==> src/design/plc_asp_pkg.sv <==
`timescale 1ns / 1ps
// Shared types and character-class helpers for the address string parser.
// No dependencies; used by every module of plc_address_string_parser.
package plc_asp_pkg;

  localparam int unsigned CharWidth = 8;
  localparam int unsigned AddrWidth = 32;
  localparam int unsigned BitWidth  = 4;
  localparam int unsigned NumLetters = 3;

  localparam logic [CharWidth-1:0] CharNul  = 8'h00;
  localparam logic [CharWidth-1:0] CharDot  = 8'h2E;
  localparam logic [CharWidth-1:0] CharZero = 8'h30;
  localparam logic [CharWidth-1:0] CaseBit  = 8'h20;
  localparam logic [7:0]           BitMax   = 8'd15;

  // One parsed address, as delivered on the result channel
  typedef struct packed {
    logic                 parse_error;
    logic [CharWidth-1:0] letter_first;
    logic [CharWidth-1:0] letter_second;
    logic [CharWidth-1:0] letter_third;
    logic [AddrWidth-1:0] word_address;
    logic [BitWidth-1:0]  bit_number;
  } result_t;

  // Space, TAB, LF, VT, FF, CR
  function automatic logic is_ws(input logic [CharWidth-1:0] c);
    return (c == 8'h20) || (c >= 8'h09 && c <= 8'h0D);
  endfunction

  function automatic logic is_digit(input logic [CharWidth-1:0] c);
    return (c >= 8'h30) && (c <= 8'h39);
  endfunction

  function automatic logic is_alpha(input logic [CharWidth-1:0] c);
    return (c >= 8'h41 && c <= 8'h5A) || (c >= 8'h61 && c <= 8'h7A);
  endfunction

  // Fold a letter to upper case (input known to be a letter)
  function automatic logic [CharWidth-1:0] to_upper(input logic [CharWidth-1:0] c);
    return (c >= 8'h61) ? (c - CaseBit) : c;
  endfunction

endpackage

==> src/design/plc_address_string_parser.sv <==
`timescale 1ns / 1ps
// Address string parser (e.g. "H82.1"), one character per input beat.
// Depends on plc_asp_pkg, plc_asp_parse, plc_asp_out.
//
// Input channel: character with in_valid / in_stall. Each beat carries one
// ASCII character; a zero character terminates the string.
// Output channel: one result beat per terminator with out_valid / out_stall:
// parse_error, three upper-case area letters, word_address, bit_number.
// All fields other than parse_error read zero when parse_error is set.
// A character goes from the input register to the parser state update
// (one multiply-by-ten as shift-add); a terminator's result is loaded into
// the result register. Throughput: one character per cycle while in_stall
// is low. in_stall rises only when a terminator waits in the input register
// while the result register still holds an untaken beat, so a stalled
// receiver backs up the input channel one terminator later.
// Reset (rst, synchronous) empties both registers and returns the parser to
// the leading-whitespace state.
module plc_address_string_parser (
  input  logic                               clk,
  input  logic                               rst,
  input  logic                               in_valid,
  output logic                               in_stall,
  input  logic [plc_asp_pkg::CharWidth-1:0]  character,
  output logic                               out_valid,
  input  logic                               out_stall,
  output logic                               parse_error,
  output logic [plc_asp_pkg::CharWidth-1:0]  area_letter_first,
  output logic [plc_asp_pkg::CharWidth-1:0]  area_letter_second,
  output logic [plc_asp_pkg::CharWidth-1:0]  area_letter_third,
  output logic [plc_asp_pkg::AddrWidth-1:0]  word_address,
  output logic [plc_asp_pkg::BitWidth-1:0]   bit_number
);

  logic                              full;
  logic [plc_asp_pkg::CharWidth-1:0] char_q;
  logic                              take;
  logic                              res_valid;
  logic                              res_ready;
  plc_asp_pkg::result_t              res;
  plc_asp_pkg::result_t              out_data;

  // Input register: refills whenever its beat is consumed or it is empty
  assign in_stall = full && !take;

  always_ff @(posedge clk) begin
    if (rst) begin
      full <= 1'b0;
    end else if (!in_stall) begin
      full <= in_valid;
    end
  end

  always_ff @(posedge clk) begin
    if (!in_stall && in_valid) begin
      char_q <= character;
    end
  end

  plc_asp_parse u_parse (
    .clk        (clk),
    .rst        (rst),
    .beat_valid (full),
    .beat_char  (char_q),
    .res_ready  (res_ready),
    .take       (take),
    .res_valid  (res_valid),
    .res        (res)
  );

  plc_asp_out u_out (
    .clk       (clk),
    .rst       (rst),
    .load      (res_valid),
    .load_data (res),
    .stall     (out_stall),
    .ready     (res_ready),
    .valid     (out_valid),
    .data      (out_data)
  );

  assign parse_error        = out_data.parse_error;
  assign area_letter_first  = out_data.letter_first;
  assign area_letter_second = out_data.letter_second;
  assign area_letter_third  = out_data.letter_third;
  assign word_address       = out_data.word_address;
  assign bit_number         = out_data.bit_number;

endmodule

==> src/design/plc_asp_parse.sv <==
`timescale 1ns / 1ps
// Parser state and per-character next-state logic; builds the result on NUL.
// Depends on plc_asp_pkg.
module plc_asp_parse (
  input  logic                                clk,
  input  logic                                rst,
  input  logic                                beat_valid,
  input  logic [plc_asp_pkg::CharWidth-1:0]   beat_char,
  input  logic                                res_ready,
  output logic                                take,
  output logic                                res_valid,
  output plc_asp_pkg::result_t                res
);

  localparam logic [2:0] PH_LEAD   = 3'd0;
  localparam logic [2:0] PH_LETTER = 3'd1;
  localparam logic [2:0] PH_MIDWS  = 3'd2;
  localparam logic [2:0] PH_MAIN   = 3'd3;
  localparam logic [2:0] PH_BIT    = 3'd4;
  localparam logic [2:0] PH_ERROR  = 3'd5;

  logic [2:0] phase, phase_next;
  logic [1:0] letter_count, letter_count_next;
  logic [plc_asp_pkg::CharWidth-1:0] letters [plc_asp_pkg::NumLetters];
  logic [plc_asp_pkg::CharWidth-1:0] letters_next [plc_asp_pkg::NumLetters];
  logic [plc_asp_pkg::AddrWidth-1:0] main_acc, main_acc_next;
  logic [plc_asp_pkg::BitWidth-1:0]  bit_acc, bit_acc_next;
  logic bit_overflow, bit_overflow_next;
  logic error_seen, error_seen_next;

  logic                               is_nul;
  logic                               ok;
  logic [plc_asp_pkg::BitWidth-1:0]   digit;
  logic [plc_asp_pkg::AddrWidth-1:0]  main_times_ten;
  logic [7:0]                         bit_sum;

  // A NUL beat needs room in the result register; others always go through
  assign is_nul    = (beat_char == plc_asp_pkg::CharNul);
  assign take      = beat_valid && (!is_nul || res_ready);
  assign res_valid = take && is_nul;

  assign digit = plc_asp_pkg::BitWidth'(beat_char - plc_asp_pkg::CharZero);
  assign main_times_ten = {main_acc[plc_asp_pkg::AddrWidth-4:0], 3'b000} +
                          {main_acc[plc_asp_pkg::AddrWidth-2:0], 1'b0};
  assign bit_sum = {4'd0, bit_acc} * 8'd10 + {4'd0, digit};

  // Result fields are forced to zero when the string did not parse
  assign ok = ((phase == PH_MAIN) || (phase == PH_BIT)) && !error_seen && !bit_overflow;
  always_comb begin
    res.parse_error   = !ok;
    res.letter_first  = ok ? letters[0] : '0;
    res.letter_second = ok ? letters[1] : '0;
    res.letter_third  = ok ? letters[2] : '0;
    res.word_address  = ok ? main_acc : '0;
    res.bit_number    = ok ? bit_acc : '0;
  end

  // Per-character state update
  always_comb begin
    phase_next        = phase;
    letter_count_next = letter_count;
    letters_next      = letters;
    main_acc_next     = main_acc;
    bit_acc_next      = bit_acc;
    bit_overflow_next = bit_overflow;
    error_seen_next   = error_seen;
    unique case (phase)
      PH_LEAD, PH_LETTER: begin
        if (plc_asp_pkg::is_alpha(beat_char)) begin
          if (letter_count != 2'd3) begin
            letters_next[letter_count] = plc_asp_pkg::to_upper(beat_char);
            letter_count_next = letter_count + 2'd1;
            phase_next = PH_LETTER;
          end else begin
            phase_next = PH_ERROR;
            error_seen_next = 1'b1;
          end
        end else if (plc_asp_pkg::is_ws(beat_char)) begin
          if (phase == PH_LETTER) phase_next = PH_MIDWS;
        end else if (plc_asp_pkg::is_digit(beat_char)) begin
          main_acc_next = {28'd0, digit};
          phase_next = PH_MAIN;
        end else begin
          phase_next = PH_ERROR;
          error_seen_next = 1'b1;
        end
      end
      PH_MIDWS: begin
        if (plc_asp_pkg::is_digit(beat_char)) begin
          main_acc_next = {28'd0, digit};
          phase_next = PH_MAIN;
        end else if (!plc_asp_pkg::is_ws(beat_char)) begin
          phase_next = PH_ERROR;
          error_seen_next = 1'b1;
        end
      end
      PH_MAIN: begin
        if (plc_asp_pkg::is_digit(beat_char)) begin
          main_acc_next = main_times_ten + {28'd0, digit};
        end else if (beat_char == plc_asp_pkg::CharDot) begin
          phase_next = PH_BIT;
        end else begin
          phase_next = PH_ERROR;
          error_seen_next = 1'b1;
        end
      end
      PH_BIT: begin
        if (plc_asp_pkg::is_digit(beat_char)) begin
          if (!bit_overflow) begin
            if (bit_sum > plc_asp_pkg::BitMax) bit_overflow_next = 1'b1;
            else bit_acc_next = bit_sum[plc_asp_pkg::BitWidth-1:0];
          end
        end else begin
          phase_next = PH_ERROR;
          error_seen_next = 1'b1;
        end
      end
      default: begin
        phase_next = PH_ERROR;
        error_seen_next = 1'b1;
      end
    endcase
  end

  // State registers; a NUL returns everything to the reset state
  always_ff @(posedge clk) begin
    if (rst || res_valid) begin
      phase        <= PH_LEAD;
      letter_count <= '0;
      letters      <= '{default: '0};
      main_acc     <= '0;
      bit_acc      <= '0;
      bit_overflow <= 1'b0;
      error_seen   <= 1'b0;
    end else if (take) begin
      phase        <= phase_next;
      letter_count <= letter_count_next;
      letters      <= letters_next;
      main_acc     <= main_acc_next;
      bit_acc      <= bit_acc_next;
      bit_overflow <= bit_overflow_next;
      error_seen   <= error_seen_next;
    end
  end

`ifndef SYNTH
  a_error_phase_sticky: assert property (@(posedge clk) disable iff (rst)
    (phase == PH_ERROR) |-> error_seen)
    else $error("error phase without error flag");
  a_letter_phase_count: assert property (@(posedge clk) disable iff (rst)
    (phase == PH_LETTER) |-> (letter_count != 2'd0))
    else $error("letter phase with no letters");
  a_overflow_phase: assert property (@(posedge clk) disable iff (rst)
    bit_overflow |-> ((phase == PH_BIT) || (phase == PH_ERROR)))
    else $error("bit overflow outside bit field");
  a_nul_resets: assert property (@(posedge clk) disable iff (rst)
    res_valid |=> ((phase == PH_LEAD) && (letter_count == 2'd0) && !error_seen))
    else $error("parser not cleared after terminator");
`endif

endmodule

==> src/design/plc_asp_out.sv <==
`timescale 1ns / 1ps
// Result register for the output channel; holds a beat while stalled.
// Depends on plc_asp_pkg.
module plc_asp_out (
  input  logic                 clk,
  input  logic                 rst,
  input  logic                 load,
  input  plc_asp_pkg::result_t load_data,
  input  logic                 stall,
  output logic                 ready,
  output logic                 valid,
  output plc_asp_pkg::result_t data
);

  // Free when empty or when the held beat leaves this cycle
  assign ready = !valid || !stall;

  always_ff @(posedge clk) begin
    if (rst) begin
      valid <= 1'b0;
    end else if (ready) begin
      valid <= load;
    end
  end

  always_ff @(posedge clk) begin
    if (ready && load) begin
      data <= load_data;
    end
  end

endmodule

==> config.mk <==
export PLATFORM = sky130hd
export DESIGN_NAME = plc_address_string_parser
export DESIGN_NICKNAME = d
export VERILOG_FILES = /design/src/design/plc_asp_pkg.sv /design/src/design/plc_address_string_parser.sv /design/src/design/plc_asp_parse.sv /design/src/design/plc_asp_out.sv
export SDC_FILE = /design/constraint.sdc
export NUM_CORES = 1
export LEC_CHECK = 0
export BUFFER_PORTS_ARGS = -buffer_cell sky130_fd_sc_hd__buf_2
export CAP_MARGIN = 10
export CORE_MARGIN = 5
export CORE_UTILIZATION = 29
export DETAILED_ROUTE_END_ITERATION = 10
export GPL_TIMING_DRIVEN = 0
export PLACE_DENSITY_LB_ADDON = 0.3
export RECOVER_POWER = 100
export SYNTH_ARGS = -nofsm -noshare
export SYNTH_HDL_FRONTEND = slang
export SYNTH_SLANG_ARGS = --single-unit
==> constraint.sdc <==
create_clock -name clk -period 7.6 [get_ports clk]
set_input_delay 1.52 -clock clk [delete_from_list [all_inputs] [get_ports clk]]
set_output_delay 1.52 -clock clk [all_outputs]
set_load 0.01 [all_outputs]
==> flow_metrics.env <==
export IMPL_slew_violations=34
export IMPL_insertedDiodeCount=0
export IMPL_wl_per_cell_um=15.0
export IMPL_p_sw_mw=0.382
export IMPL_pwr_share_seq=0.483
export IMPL_path_common_cell="clkbuf_1"
export IMPL_arrival_ns=4.35
export IMPL_synthAdderAreaFrac=0.129
export IMPL_cts_made_buffers=17
export IMPL_finalSetupViolCount=0
export IMPL_synthMuxAreaShare=0.0330
export IMPL_initial_core_util=0.293
export IMPL_antenna_found_initial=0
export IMPL_synth_seq_cells=138
export IMPL_pin_count=75
export IMPL_netlist_cell_type_count=67
export IMPL_cp_cell_sequence="clkbuf_1, or4_1, nor3_1, nand2_1, a21oi_1, clkbuf_1"
export IMPL_leakagePower_nw=3.41
export IMPL_wl_um=17900
export IMPL_p_comb_frac=0.043
export IMPL_syn_inst=754
export IMPL_whs_ns=0.424
export IMPL_track_usage=0.125
export IMPL_syn_num_nets=842
export IMPL_min_period_ns=4.34
export IMPL_crit_slowest_cell="clkbuf_1"
export IMPL_multi_input_area_mm2=0.00386
export IMPL_syn_area_per_cell_um2=10.1
export IMPL_fp_row_count=59
export IMPL_cp_data_required_time_ns=7.60
export IMPL_die_x_um=172
export IMPL_ant_nets=0
export IMPL_ctsHoldBuffers=0
export IMPL_dp_hpwl_um=13300
export IMPL_worstMarginPinSlew_ns=1.62
export IMPL_drv_cap=1
export IMPL_cts_max_level=4
export IMPL_synthSimpleGateAreaFrac=0.173
export IMPL_slew_limit_headroom=-0.0828
export IMPL_clkSinkCount=138
export IMPL_cts_setup_buffers=0
export IMPL_clockBufferDepth=2
export IMPL_cp_max_fo=33
export IMPL_rsz0062_at_grt="no"
export IMPL_cp_end_kind="flip-flop"
export IMPL_clock_skew_ns=0.0111
export IMPL_dpl_cell_count=1165
export IMPL_crit_path_end="u_out.data[29]$_SDFFCE_PN0P_"
export IMPL_dieHeight_um=172
export IMPL_synth_compound_area_frac=0.144
export IMPL_power_density_mw_per_mm2=186
export IMPL_seq_area_frac_synth=0.455
export IMPL_synthXorXnorAreaFrac=0.0323
export IMPL_grt_max_degree=34
export IMPL_finalHoldViolCount=0
export IMPL_status="complete, but fails checks"
export IMPL_cp_startpoint="char_q[0]$_DFFE_PP_"
export IMPL_vias=5716
export IMPL_fin_cells=1197
export IMPL_gp_congestion=0.859
export IMPL_seq_area_mm2=0.00345
export IMPL_rrSetupSlack_ns=3.26
export IMPL_path_class="flip-flop to flip-flop"
export IMPL_p_int_mw=1.26
export IMPL_fmax_mhz=230
export IMPL_drc=0
export IMPL_r2r_end="u_out.data[29]$_SDFFCE_PN0P_"
export IMPL_areaGrowthSynthToFinish_pct=16.2
export IMPL_drtIter0Drc=370
export IMPL_cpPeakStageDelay_ns=1.25
export IMPL_die_area_mm2=0.0295
export IMPL_drive_above_1_share=0.0592
export IMPL_grt_pass1_wl_um=29600
export IMPL_ys_async_sr_fraction=0
export IMPL_clk_latency_ns=0.41
export IMPL_yosysWarnings=0
export IMPL_coreArea_mm2=0.0259
export IMPL_hold_class="flip-flop to flip-flop"
export IMPL_failed_checks="max-capacitance violations, max-slew violations"
export IMPL_r2r_start="char_q[0]$_DFFE_PP_"
export IMPL_vdd_drop_max_mv=0.131
export IMPL_cts_tree="yes"
export IMPL_clockPowerShare=0.474
export IMPL_rr_worst_depth=6
export IMPL_viasPerCell=4.78
export IMPL_first_pass_iters=5
export IMPL_cts_root_buf="clkbuf_16"
export IMPL_synth_top_family_by_area="simple AND/OR/NAND/NOR gates"
export IMPL_syn_area_mm2=0.00758
export IMPL_synth_edff_count=69
export IMPL_nets=937
export IMPL_swShare=0.233
export IMPL_grt_overflow=0
export IMPL_io_buffers=74
export IMPL_grt_pass1_vias=5659
export IMPL_path_clk_slew_ns=0.06
export IMPL_fillers=2677
export IMPL_synth_ff_type="edfxtp_1"
export IMPL_fin_crit_sh=0.571
export IMPL_ctsResizeCount=0
export IMPL_critPathLaunchType="flip-flop"
[power by group through the flow]
stage / logic, mW / clock network, mW / registers, mW
2_1_floorplan: 0.0474 / 0 / 0.805
5_1_grt: 0.0790 / 0.829 / 0.792
4_1_cts: 0.0727 / 0.794 / 0.792
3_3_place_gp: 0.0719 / 0 / 0.808
6_report: 0.0702 / 0.777 / 0.791
3_5_place_dp: 0.0722 / 0 / 0.808
[cells in the final DEF, fill, tap and decap left out, drive strengths merged, types with 4 or more instances in the layout]
master	count
a211oi	13
a21o	6
a21oi	51
a22oi	6
and2	62
buf	16
clkbuf	113
clkinv	6
dfxtp	69
edfxtp	69
fa	4
ha	72
inv	22
mux2i	25
nand2	69
nand2b	8
nand3	13
nand4	9
nor2	68
nor3	11
nor4	5
o211ai	8
o21a	8
o21ai	42
o31ai	6
xnor2	12
xor2	16
[area by class of cell]
cell class              count  share of cell area
clock inverters            13              0.0136
plain buffers              34              0.0158
repair buffers             76              0.0358
multi-input cells         563               0.438
inverters                  19             0.00810
flip-flops and latches    138               0.392
clock buffers              19              0.0492
well taps                 335              0.0476
[state kept, by name (all words and copies together), names as in the netlist]
signal	count
u_parse.main_acc	32
u_parse.letters	24
full	1
u_parse.letter_count	2
u_parse.bit_acc	4
u_parse.error_seen	1
u_out.valid	1
u_out.data	61
u_parse.phase	3
u_parse.bit_overflow	1
char_q	8
[kinds of logic after synthesis]
kind of cell	Yosys count
DFF	138
buffers and inverters	53
xor gates and xnor gates	28
muxes	25
AOI/OAI and AO/OA	169
adders and majority gates	76
and+or+nand+nor	265
[per-layer routing]
layer | share of wire | global-route usage | wire length (µm) | up-vias
li1 | - | - | - | 2917
met1 | 0.51 | 0.180 | 9140 | 2657
met4 | 0.011 | 0.0400 | 195 | 0
met5 | 0 | 0 | 0 | -
met2 | 0.43 | 0.190 | 7750 | 126
met3 | 0.047 | 0.0228 | 841 | 16
[cell usage after synthesis (2+ instances only)]
library cell,count,area share
edfxtp_1,69,0.27
o21ai_0,39,0.026
a21o_1,6,0.0059
ha_1,72,0.12
inv_1,19,0.0094
nand2b_1,8,0.0066
o21a_1,8,0.0079
nor3_1,11,0.0073
buf_6,3,0.0045
mux2i_1,25,0.033
nor3b_1,2,0.0020
nor2b_1,3,0.0025
a221oi_1,2,0.0023
buf_2,6,0.0040
a2111o_1,3,0.0045
xor2_1,16,0.018
nand3_1,13,0.0086
or3_1,3,0.0025
o211a_1,2,0.0026
nand4b_1,2,0.0023
a31oi_1,3,0.0025
xnor2_1,12,0.014
nor4_1,5,0.0041
a211oi_1,12,0.012
nor2_1,68,0.034
o211ai_1,8,0.0079
dfxtp_1,69,0.18
and2_1,60,0.050
o21ai_1,3,0.0020
o221ai_1,2,0.0023
and3_1,2,0.0016
a211o_1,2,0.0023
o21bai_1,3,0.0030
a21oi_1,51,0.034
o31ai_1,5,0.0050
clkbuf_1,22,0.011
nand2_1,68,0.034
a22oi_1,6,0.0059
nand4_1,9,0.0074
o31a_1,2,0.0023
fa_1,4,0.011
[worst min-delay path by stage]
stage | from | endpoint | slack [ns] | cells past startpoint
finish | u_parse.letters[5]$_SDFFE_PP0P_ | u_parse.letters[5]$_SDFFE_PP0P_ | 0.42 | 2
detailed placement | u_parse.letters[5]$_SDFFE_PP0P_ | u_parse.letters[5]$_SDFFE_PP0P_ | 0.42 | 2
CTS | u_parse.letters[5]$_SDFFE_PP0P_ | u_parse.letters[5]$_SDFFE_PP0P_ | 0.43 | 2
global route | u_parse.letters[13]$_SDFFE_PP0P_ | u_parse.letters[13]$_SDFFE_PP0P_ | 0.45 | 2
floorplan | u_parse.letters[13]$_SDFFE_PP0P_ | u_parse.letters[13]$_SDFFE_PP0P_ | 0.41 | 2
global placement | u_parse.letters[13]$_SDFFE_PP0P_ | u_parse.letters[13]$_SDFFE_PP0P_ | 0.41 | 2
[critical path: cells and delay by family (launching register included)]
| kind | cells | cell delay [ns] |
|---|---|---|
| and+or+nand+nor | 3 | 1.03 |
| buffers and inverters | 2 | 1.54 |
| DFF | 1 | 0.36 |
| AOI/OAI and AO/OA | 1 | 0.97 |
[stage by stage]
step / setup TNS, ns / instance area, µm² / power, mW / utilization / worst slack [ns]
6_report: 0 / 8810 / 1.64 / 0.340 / 3.26
2_1_floorplan: 0 / 7580 / 0.852 / - / 1.70
3_3_place_gp: -27.23 / 8370 / 0.880 / 0.323 / -1.45
5_1_grt: 0 / 8810 / 1.70 / 0.340 / 2.82
4_1_cts: 0 / 8980 / 1.66 / 0.346 / 3.78
3_5_place_dp: 0 / 8420 / 0.880 / 0.325 / 3.90
Note: power is estimated with default switching activity, not from simulation.
